`src/rtl/sha256_block_compress_core_macros.svh`:
```
// assertion macros shared by the sha-256 compression core
`ifndef SHA256_BLOCK_COMPRESS_CORE_MACROS_SVH
`define SHA256_BLOCK_COMPRESS_CORE_MACROS_SVH

// property checked on every rising clock edge outside reset
`define SHA_ASSERT_HOLDS(label, prop, msg) \
    label: assert property (@(posedge i_clk) disable iff (!i_rst_n) (prop)) else $error(msg);

// condition in this cycle implies condition in the next cycle
`define SHA_ASSERT_NEXT(label, cond, nxt, msg) \
    label: assert property (@(posedge i_clk) disable iff (!i_rst_n) (cond) |=> (nxt)) \
        else $error(msg);

`endif

```
`src/rtl/sha256bc_pkg.sv`:
```
// shared types, constants and round table for the sha-256 compression core
package sha256bc_pkg;

    typedef logic [31:0] t_word;
    typedef logic [5:0]  t_round_idx;

    localparam t_round_idx LastRound = 6'd63;

    localparam t_word InitHash [0:7] = '{
        32'h6a09e667, 32'hbb67ae85, 32'h3c6ef372, 32'ha54ff53a,
        32'h510e527f, 32'h9b05688c, 32'h1f83d9ab, 32'h5be0cd19
    };

    localparam t_word RoundConst [0:63] = '{
        32'h428a2f98, 32'h71374491, 32'hb5c0fbcf, 32'he9b5dba5,
        32'h3956c25b, 32'h59f111f1, 32'h923f82a4, 32'hab1c5ed5,
        32'hd807aa98, 32'h12835b01, 32'h243185be, 32'h550c7dc3,
        32'h72be5d74, 32'h80deb1fe, 32'h9bdc06a7, 32'hc19bf174,
        32'he49b69c1, 32'hefbe4786, 32'h0fc19dc6, 32'h240ca1cc,
        32'h2de92c6f, 32'h4a7484aa, 32'h5cb0a9dc, 32'h76f988da,
        32'h983e5152, 32'ha831c66d, 32'hb00327c8, 32'hbf597fc7,
        32'hc6e00bf3, 32'hd5a79147, 32'h06ca6351, 32'h14292967,
        32'h27b70a85, 32'h2e1b2138, 32'h4d2c6dfc, 32'h53380d13,
        32'h650a7354, 32'h766a0abb, 32'h81c2c92e, 32'h92722c85,
        32'ha2bfe8a1, 32'ha81a664b, 32'hc24b8b70, 32'hc76c51a3,
        32'hd192e819, 32'hd6990624, 32'hf40e3585, 32'h106aa070,
        32'h19a4c116, 32'h1e376c08, 32'h2748774c, 32'h34b0bcb5,
        32'h391c0cb3, 32'h4ed8aa4a, 32'h5b9cca4f, 32'h682e6ff3,
        32'h748f82ee, 32'h78a5636f, 32'h84c87814, 32'h8cc70208,
        32'h90befffa, 32'ha4506ceb, 32'hbef9a3f7, 32'hc67178f2
    };

    // controller to datapath commands
    typedef struct packed {
        logic       load;
        logic       start;
        logic       round;
        logic       finish;
        t_round_idx round_idx;
    } t_dp_cmd;

endpackage

```
`src/rtl/sha256_block_compress_core.sv`:
```
// sha-256 block compression core top level
// a block is taken only in idle, then goes through the rounds and a final add into the digest
// register in the single shared round unit; the next block waits until that final add is done
// a new block is taken while the previous digest waits in the output register
// the final add stalls only if that digest has still not been taken
// reset (synchronous, active low) loads the initial hash and clears control state
module sha256_block_compress_core
    import sha256bc_pkg::*;
(
    input  logic        i_clk,
    input  logic        i_rst_n,
    input  logic        i_in_valid,
    output logic        o_in_ready,
    input  logic [63:0] i_block_words_0_1,
    input  logic [63:0] i_block_words_2_3,
    input  logic [63:0] i_block_words_4_5,
    input  logic [63:0] i_block_words_6_7,
    input  logic [63:0] i_block_words_8_9,
    input  logic [63:0] i_block_words_10_11,
    input  logic [63:0] i_block_words_12_13,
    input  logic [63:0] i_block_words_14_15,
    input  logic        i_start_of_message,
    output logic        o_out_valid,
    input  logic        i_out_ready,
    output logic [63:0] o_digest_words_0_1,
    output logic [63:0] o_digest_words_2_3,
    output logic [63:0] o_digest_words_4_5,
    output logic [63:0] o_digest_words_6_7
);

    t_dp_cmd      cmd;
    logic [511:0] block;
    logic [255:0] digest;

    // word 0 sits in the top bits of the packed block
    assign block = {i_block_words_0_1, i_block_words_2_3, i_block_words_4_5,
                    i_block_words_6_7, i_block_words_8_9, i_block_words_10_11,
                    i_block_words_12_13, i_block_words_14_15};

    // controller owns the round counter and output valid
    sha256bc_ctrl u_ctrl (
        .i_clk       (i_clk),
        .i_rst_n     (i_rst_n),
        .i_in_valid  (i_in_valid),
        .i_start     (i_start_of_message),
        .i_out_ready (i_out_ready),
        .o_in_ready  (o_in_ready),
        .o_out_valid (o_out_valid),
        .o_cmd       (cmd)
    );

    // datapath holds schedule, working variables, chaining value and digest
    sha256bc_dp u_dp (
        .i_clk    (i_clk),
        .i_rst_n  (i_rst_n),
        .i_cmd    (cmd),
        .i_block  (block),
        .o_digest (digest)
    );

    assign o_digest_words_0_1 = digest[255:192];
    assign o_digest_words_2_3 = digest[191:128];
    assign o_digest_words_4_5 = digest[127:64];
    assign o_digest_words_6_7 = digest[63:0];

endmodule

```
`src/rtl/sha256bc_dp.sv`:
```
// sha-256 datapath: schedule window, working variables, chaining value, digest register
module sha256bc_dp
    import sha256bc_pkg::*;
(
    input  logic           i_clk,
    input  logic           i_rst_n,
    input  t_dp_cmd        i_cmd,
    input  logic [511:0]   i_block,
    output logic [255:0]   o_digest
);

    t_word        r_win   [0:15];
    t_word        r_var   [0:7];
    t_word        r_chain [0:7];
    logic [255:0] r_digest;

    t_word new_w;
    t_word t1;
    t_word t2;
    t_word sum [0:7];

    function automatic t_word rotr(input t_word x, input int unsigned n);
        rotr = (x >> n) | (x << (32 - n));
    endfunction

    always_comb begin
        new_w = (rotr(r_win[14], 17) ^ rotr(r_win[14], 19) ^ (r_win[14] >> 10))
              + r_win[9]
              + (rotr(r_win[1], 7) ^ rotr(r_win[1], 18) ^ (r_win[1] >> 3))
              + r_win[0];
        t1 = r_var[7]
           + (rotr(r_var[4], 6) ^ rotr(r_var[4], 11) ^ rotr(r_var[4], 25))
           + ((r_var[4] & r_var[5]) ^ (~r_var[4] & r_var[6]))
           + RoundConst[i_cmd.round_idx]
           + r_win[0];
        t2 = (rotr(r_var[0], 2) ^ rotr(r_var[0], 13) ^ rotr(r_var[0], 22))
           + ((r_var[0] & r_var[1]) ^ (r_var[0] & r_var[2]) ^ (r_var[1] & r_var[2]));
        for (int i = 0; i < 8; i++) begin
            sum[i] = r_chain[i] + r_var[i];
        end
    end

    // chaining value, reset to the initial hash
    always_ff @(posedge i_clk) begin
        if (!i_rst_n) begin
            for (int i = 0; i < 8; i++) r_chain[i] <= InitHash[i];
        end else if (i_cmd.load && i_cmd.start) begin
            for (int i = 0; i < 8; i++) r_chain[i] <= InitHash[i];
        end else if (i_cmd.finish) begin
            for (int i = 0; i < 8; i++) r_chain[i] <= sum[i];
        end
    end

    // window holds w[t..t+15]; the front word feeds round t
    always_ff @(posedge i_clk) begin
        if (i_cmd.load) begin
            for (int i = 0; i < 16; i++) r_win[i] <= i_block[511 - 32*i -: 32];
            for (int i = 0; i < 8; i++) begin
                r_var[i] <= i_cmd.start ? InitHash[i] : r_chain[i];
            end
        end else if (i_cmd.round) begin
            for (int i = 0; i < 15; i++) r_win[i] <= r_win[i+1];
            r_win[15] <= new_w;
            r_var[7] <= r_var[6];
            r_var[6] <= r_var[5];
            r_var[5] <= r_var[4];
            r_var[4] <= r_var[3] + t1;
            r_var[3] <= r_var[2];
            r_var[2] <= r_var[1];
            r_var[1] <= r_var[0];
            r_var[0] <= t1 + t2;
        end
    end

    always_ff @(posedge i_clk) begin
        if (i_cmd.finish) begin
            r_digest <= {sum[0], sum[1], sum[2], sum[3], sum[4], sum[5], sum[6], sum[7]};
        end
    end

    assign o_digest = r_digest;

endmodule

```
`src/rtl/sha256bc_ctrl.sv`:
```
// sha-256 controller: round sequencing and output handshake
module sha256bc_ctrl
    import sha256bc_pkg::*;
(
    input  logic    i_clk,
    input  logic    i_rst_n,
    input  logic    i_in_valid,
    input  logic    i_start,
    input  logic    i_out_ready,
    output logic    o_in_ready,
    output logic    o_out_valid,
    output t_dp_cmd o_cmd
);

`include "sha256_block_compress_core_macros.svh"

    typedef enum logic [2:0] {
        S_IDLE  = 3'b001,
        S_ROUND = 3'b010,
        S_FINAL = 3'b100
    } t_state;

    t_state     r_state, n_state;
    t_round_idx r_round, n_round;
    logic       r_out_valid, n_out_valid;

    always_comb begin
        o_in_ready       = (r_state == S_IDLE);
        o_cmd.load       = i_in_valid && o_in_ready;
        o_cmd.start      = i_start;
        o_cmd.round      = (r_state == S_ROUND);
        o_cmd.finish     = (r_state == S_FINAL) && (!r_out_valid || i_out_ready);
        o_cmd.round_idx  = r_round;

        n_state = r_state;
        n_round = r_round;
        case (r_state)
            S_IDLE: begin
                if (o_cmd.load) begin
                    n_state = S_ROUND;
                    n_round = '0;
                end
            end
            S_ROUND: begin
                n_round = r_round + 6'd1;
                if (r_round == LastRound) n_state = S_FINAL;
            end
            S_FINAL: begin
                if (o_cmd.finish) n_state = S_IDLE;
            end
            default: begin
                n_state = S_IDLE;
            end
        endcase

        if (o_cmd.finish)     n_out_valid = 1'b1;
        else if (i_out_ready) n_out_valid = 1'b0;
        else                  n_out_valid = r_out_valid;
    end

    always_ff @(posedge i_clk) begin
        if (!i_rst_n) begin
            r_state     <= S_IDLE;
            r_round     <= '0;
            r_out_valid <= 1'b0;
        end else begin
            r_state     <= n_state;
            r_round     <= n_round;
            r_out_valid <= n_out_valid;
        end
    end

    assign o_out_valid = r_out_valid;

    `SHA_ASSERT_NEXT(a_finish_sets_valid, o_cmd.finish, r_out_valid, "finish did not raise output valid")
    `SHA_ASSERT_NEXT(a_last_round_final, o_cmd.round && r_round == LastRound, r_state == S_FINAL, "no final step after last round")
    `SHA_ASSERT_HOLDS(a_no_load_busy, !(o_cmd.load && (o_cmd.round || o_cmd.finish)), "transaction accepted while busy")

endmodule

```
`config.mk`:
```
export PLATFORM = sky130hd
export DESIGN_NAME = sha256_block_compress_core
export DESIGN_NICKNAME = d
export VERILOG_FILES = /design/src/rtl/sha256bc_pkg.sv /design/src/rtl/sha256_block_compress_core.sv /design/src/rtl/sha256bc_dp.sv /design/src/rtl/sha256bc_ctrl.sv
export VERILOG_INCLUDE_DIRS = /design/src /design/src/rtl
export SDC_FILE = /design/constraint.sdc
export NUM_CORES = 2
export LEC_CHECK = 0
export BUFFER_PORTS_ARGS = -buffer_cell sky130_fd_sc_hd__buf_2
export CORE_MARGIN = 3
export CORE_UTILIZATION = 45
export DETAILED_ROUTE_END_ITERATION = 16
export PLACE_DENSITY = 0.63
export SYNTH_ARGS = -nofsm -noshare
export SYNTH_HDL_FRONTEND = slang
export SYNTH_HIERARCHICAL = 1
export SYNTH_SLANG_ARGS = --single-unit
export TNS_END_PERCENT = 20
```
`constraint.sdc`:
```
create_clock -name i_clk -period 20.2 [get_ports i_clk]
set_input_delay 2.02 -clock i_clk [delete_from_list [all_inputs] [get_ports i_clk]]
set_output_delay 2.02 -clock i_clk [all_outputs]
set_load 0.005 [all_outputs]
```
==> impl_metrics.toml <==
[clocking]
root_buffer = "clkbuf_16"
clkLatencyLatePin_ps = 830
cts_hold_buf = 0
clkTransAtPathRegs_ps = 70
cts_tree = "done"
cts_resized = 0
h-tree-depth = 4
cts_buffer_depth = 3
cts_sinks = 1290
cts_buffers = 146
post_cts_buffers = 0

[setup_path]
cp-startpoint = "u_ctrl/r_round[1]"
r2r_cells = 37
rr_endpoint = "u_dp/r_var[0][31]"
crit_slowest_cell = "ha_1"
timing.reg2reg.setup_slack_ps = 9500
worstSetupStartpointType = "flip-flop"
cpPeakStageDelay_ps = 900
cp_common_cell = "inv_1"
cp-endpoint = "u_dp/r_var[0][31]"
worst_setup_path_end_kind = "flip-flop"
critPathKind = "flip-flop to flip-flop"
cp.arrival_ps = 11280
critPathRequiredTime_ps = 20780
path_max_fanout = 15
worstReg2RegStart = "u_ctrl/r_round[1]"

[cells_and_area]
nets = 9214
nFillCells = 15500
multi_input_area_um2 = 37600
utilization = 0.519
layoutNonFillerInstCount = 10600
drive_above_1_share = 0.158
area_growth_pct = 14.0
ff_latch_area_um2 = 38300

[yosys]
synth_flop_cell = "edfxtp_1"
async_flop_share = 0
yosysSeqAreaShare = 0.488
yosys_warnings = 6
synth_edf_count = 1248
avgSynthCellArea_um2 = 10.5
synth_cell_types = 84
synth_nets = 8570
synthCells = 7466
ys_ff_latch = 1290
synth_area_um2 = 78500

[global_routing]
grt_use_total = 0.323
grt_max_degree = 172
antenna_found_initial = 44
grt_pass1_wl_mm = 421
grt-ovfl-total = 0
grt_pass1_vias = 59100

[route]
drc_errors = 0
wl_per_cell_um = 28.1
firstDrtPassIters = 10
via_count = 61300
drt_iter0_drc = 6785
wl_mm = 297
ant_nets = 0
via_per_inst = 5.81

[sta]
tightestPinTransition_ps = 1240
layout_min_cycle_time_ps = 10700
rsz0062_at_grt = "no"
hold_violations = 0
maxSlewHeadroom = 0.168
fmax_ghz = 0.0934
fin_tns_setup_ps = 0
setup_viol = 0
maxSlewViolCount = 0
period_share = 0.530
finClkSkew_ps = 29.7

[die]
die_h_um = 424
fp.coreArea_um2 = 172000
rows = 152
dieArea_um2 = 180000
die_w_um = 424
ios = 775
start_util = 0.455

[power]
power.total_uw = 15500
ir_drop_v = 0.000294
p_per_area_nw_per_um2 = 173
p_leak_uw = 0.0348

[run_status]
status = "complete, no violations"

[placed_design]
place.gp.congestion = 0.982
port_buffers = 774
dp_cells = 10300
dp_hpwl_mm = 228

[min_path]
hold_path.class = "flip-flop to flip-flop"
whs_path_depth = 2

[flow_run]
drv_cap = 0
[stage by stage]
stage | area (µm²) | hold slack, ps | setup WS, ps
detailed placement | 84600 | 473 | 9700
global route | 89500 | 507 | 8850
CTS | 89400 | 485 | 9600
global placement | 84600 | 471 | 9690
floorplan | 78500 | 448 | 6840
finish | 89500 | 488 | 9500
[layer usage]
metal,track usage,wire length [µm]
met5,0,255
met1,0.425,120000
met2,0.519,138000
met3,0.0598,23400
met4,0.148,15000
[cell type report]
cell class,instances,share of cell area
Multi-Input combinational cell,5480,0.420
Clock buffer,173,0.0428
Sequential cell,1290,0.428
Timing Repair Buffer,846,0.0504
Antenna cell,21,0.000587
Inverter,346,0.0145
Tap cell,2310,0.0323
Clock inverter,89,0.0107
[kinds of logic (layout without fill, tap and decap cells)]
group                      Yosys count  after routing  synth area share
AOI/OAI and AO/OA                 1492           1492             0.119
xor gates and xnor gates           582            582            0.0651
adders and majority gates          591            591             0.113
buffers and inverters              696           1454            0.0334
DFF                               1290           1290             0.488
muxes                              219            219            0.0326
other                                0             21                 0
and+or+nand+nor                   2596           2596             0.149
[state kept, by name, indices dropped and copies added (netlist names)]
register,cells
u_dp/r_win,512
u_ctrl/o_out_valid,1
u_ctrl/r_state,3
u_dp/o_digest,256
u_dp/r_var,256
u_dp/r_chain,256
u_ctrl/r_round,6
[synth_stat cells, types with 162 or more instances]
| master | instances | share of area |
|---|---|---|
| clkbuf_1 | 325 | 0.016 |
| ha_1 | 392 | 0.062 |
| inv_1 | 341 | 0.016 |
| nand2b_1 | 162 | 0.013 |
| a21oi_1 | 382 | 0.024 |
| edfxtp_1 | 1248 | 0.48 |
| a21o_1 | 194 | 0.019 |
| xnor2_1 | 433 | 0.048 |
| fa_1 | 195 | 0.050 |
| o21ai_0 | 433 | 0.028 |
| nand2_1 | 1594 | 0.076 |
| mux2_2 | 184 | 0.026 |
| nor2_1 | 239 | 0.011 |
[cell usage in the layout (no fill, tap or decap), types with 148 or more instances in the layout]
cell       instances
xor2_1           148
o21ai_0          433
edfxtp_1        1248
nand2b_1         161
a21o_1           194
mux2_2           184
nand2_1         1593
nor2_1           237
fa_1             195
buf_2            773
a21oi_1          381
clkbuf_16        149
ha_1             392
xnor2_1          433
inv_1            338
[critical path: cells and delay by family (launching register included)]
kind | cells | cell delay, ps
compound gates | 16 | 4170
xor+xnor | 2 | 530
fa+ha+maj | 8 | 3580
buf+inv | 6 | 770
flops | 1 | 340
simple gates | 5 | 1020
[power breakdown]
group	total (µW)	internal (µW)	leakage (µW)	switching, µW
logic	9310	3540	0.0209	5780
registers	3450	3240	0.0116	210
clock network	2700	1530	0.00233	1160
[how the worst min path moves through the flow]
stage                               end           startpoint
global placement    u_dp/r_chain[0][17]  u_dp/r_chain[0][17]
floorplan           u_dp/r_chain[0][17]  u_dp/r_chain[0][17]
finish              u_dp/r_chain[0][17]  u_dp/r_chain[0][17]
CTS                 u_dp/r_chain[0][17]  u_dp/r_chain[0][17]
detailed placement  u_dp/r_chain[0][17]  u_dp/r_chain[0][17]
global route        u_dp/r_chain[0][17]  u_dp/r_chain[0][17]
(Power assumes the default switching activity.)
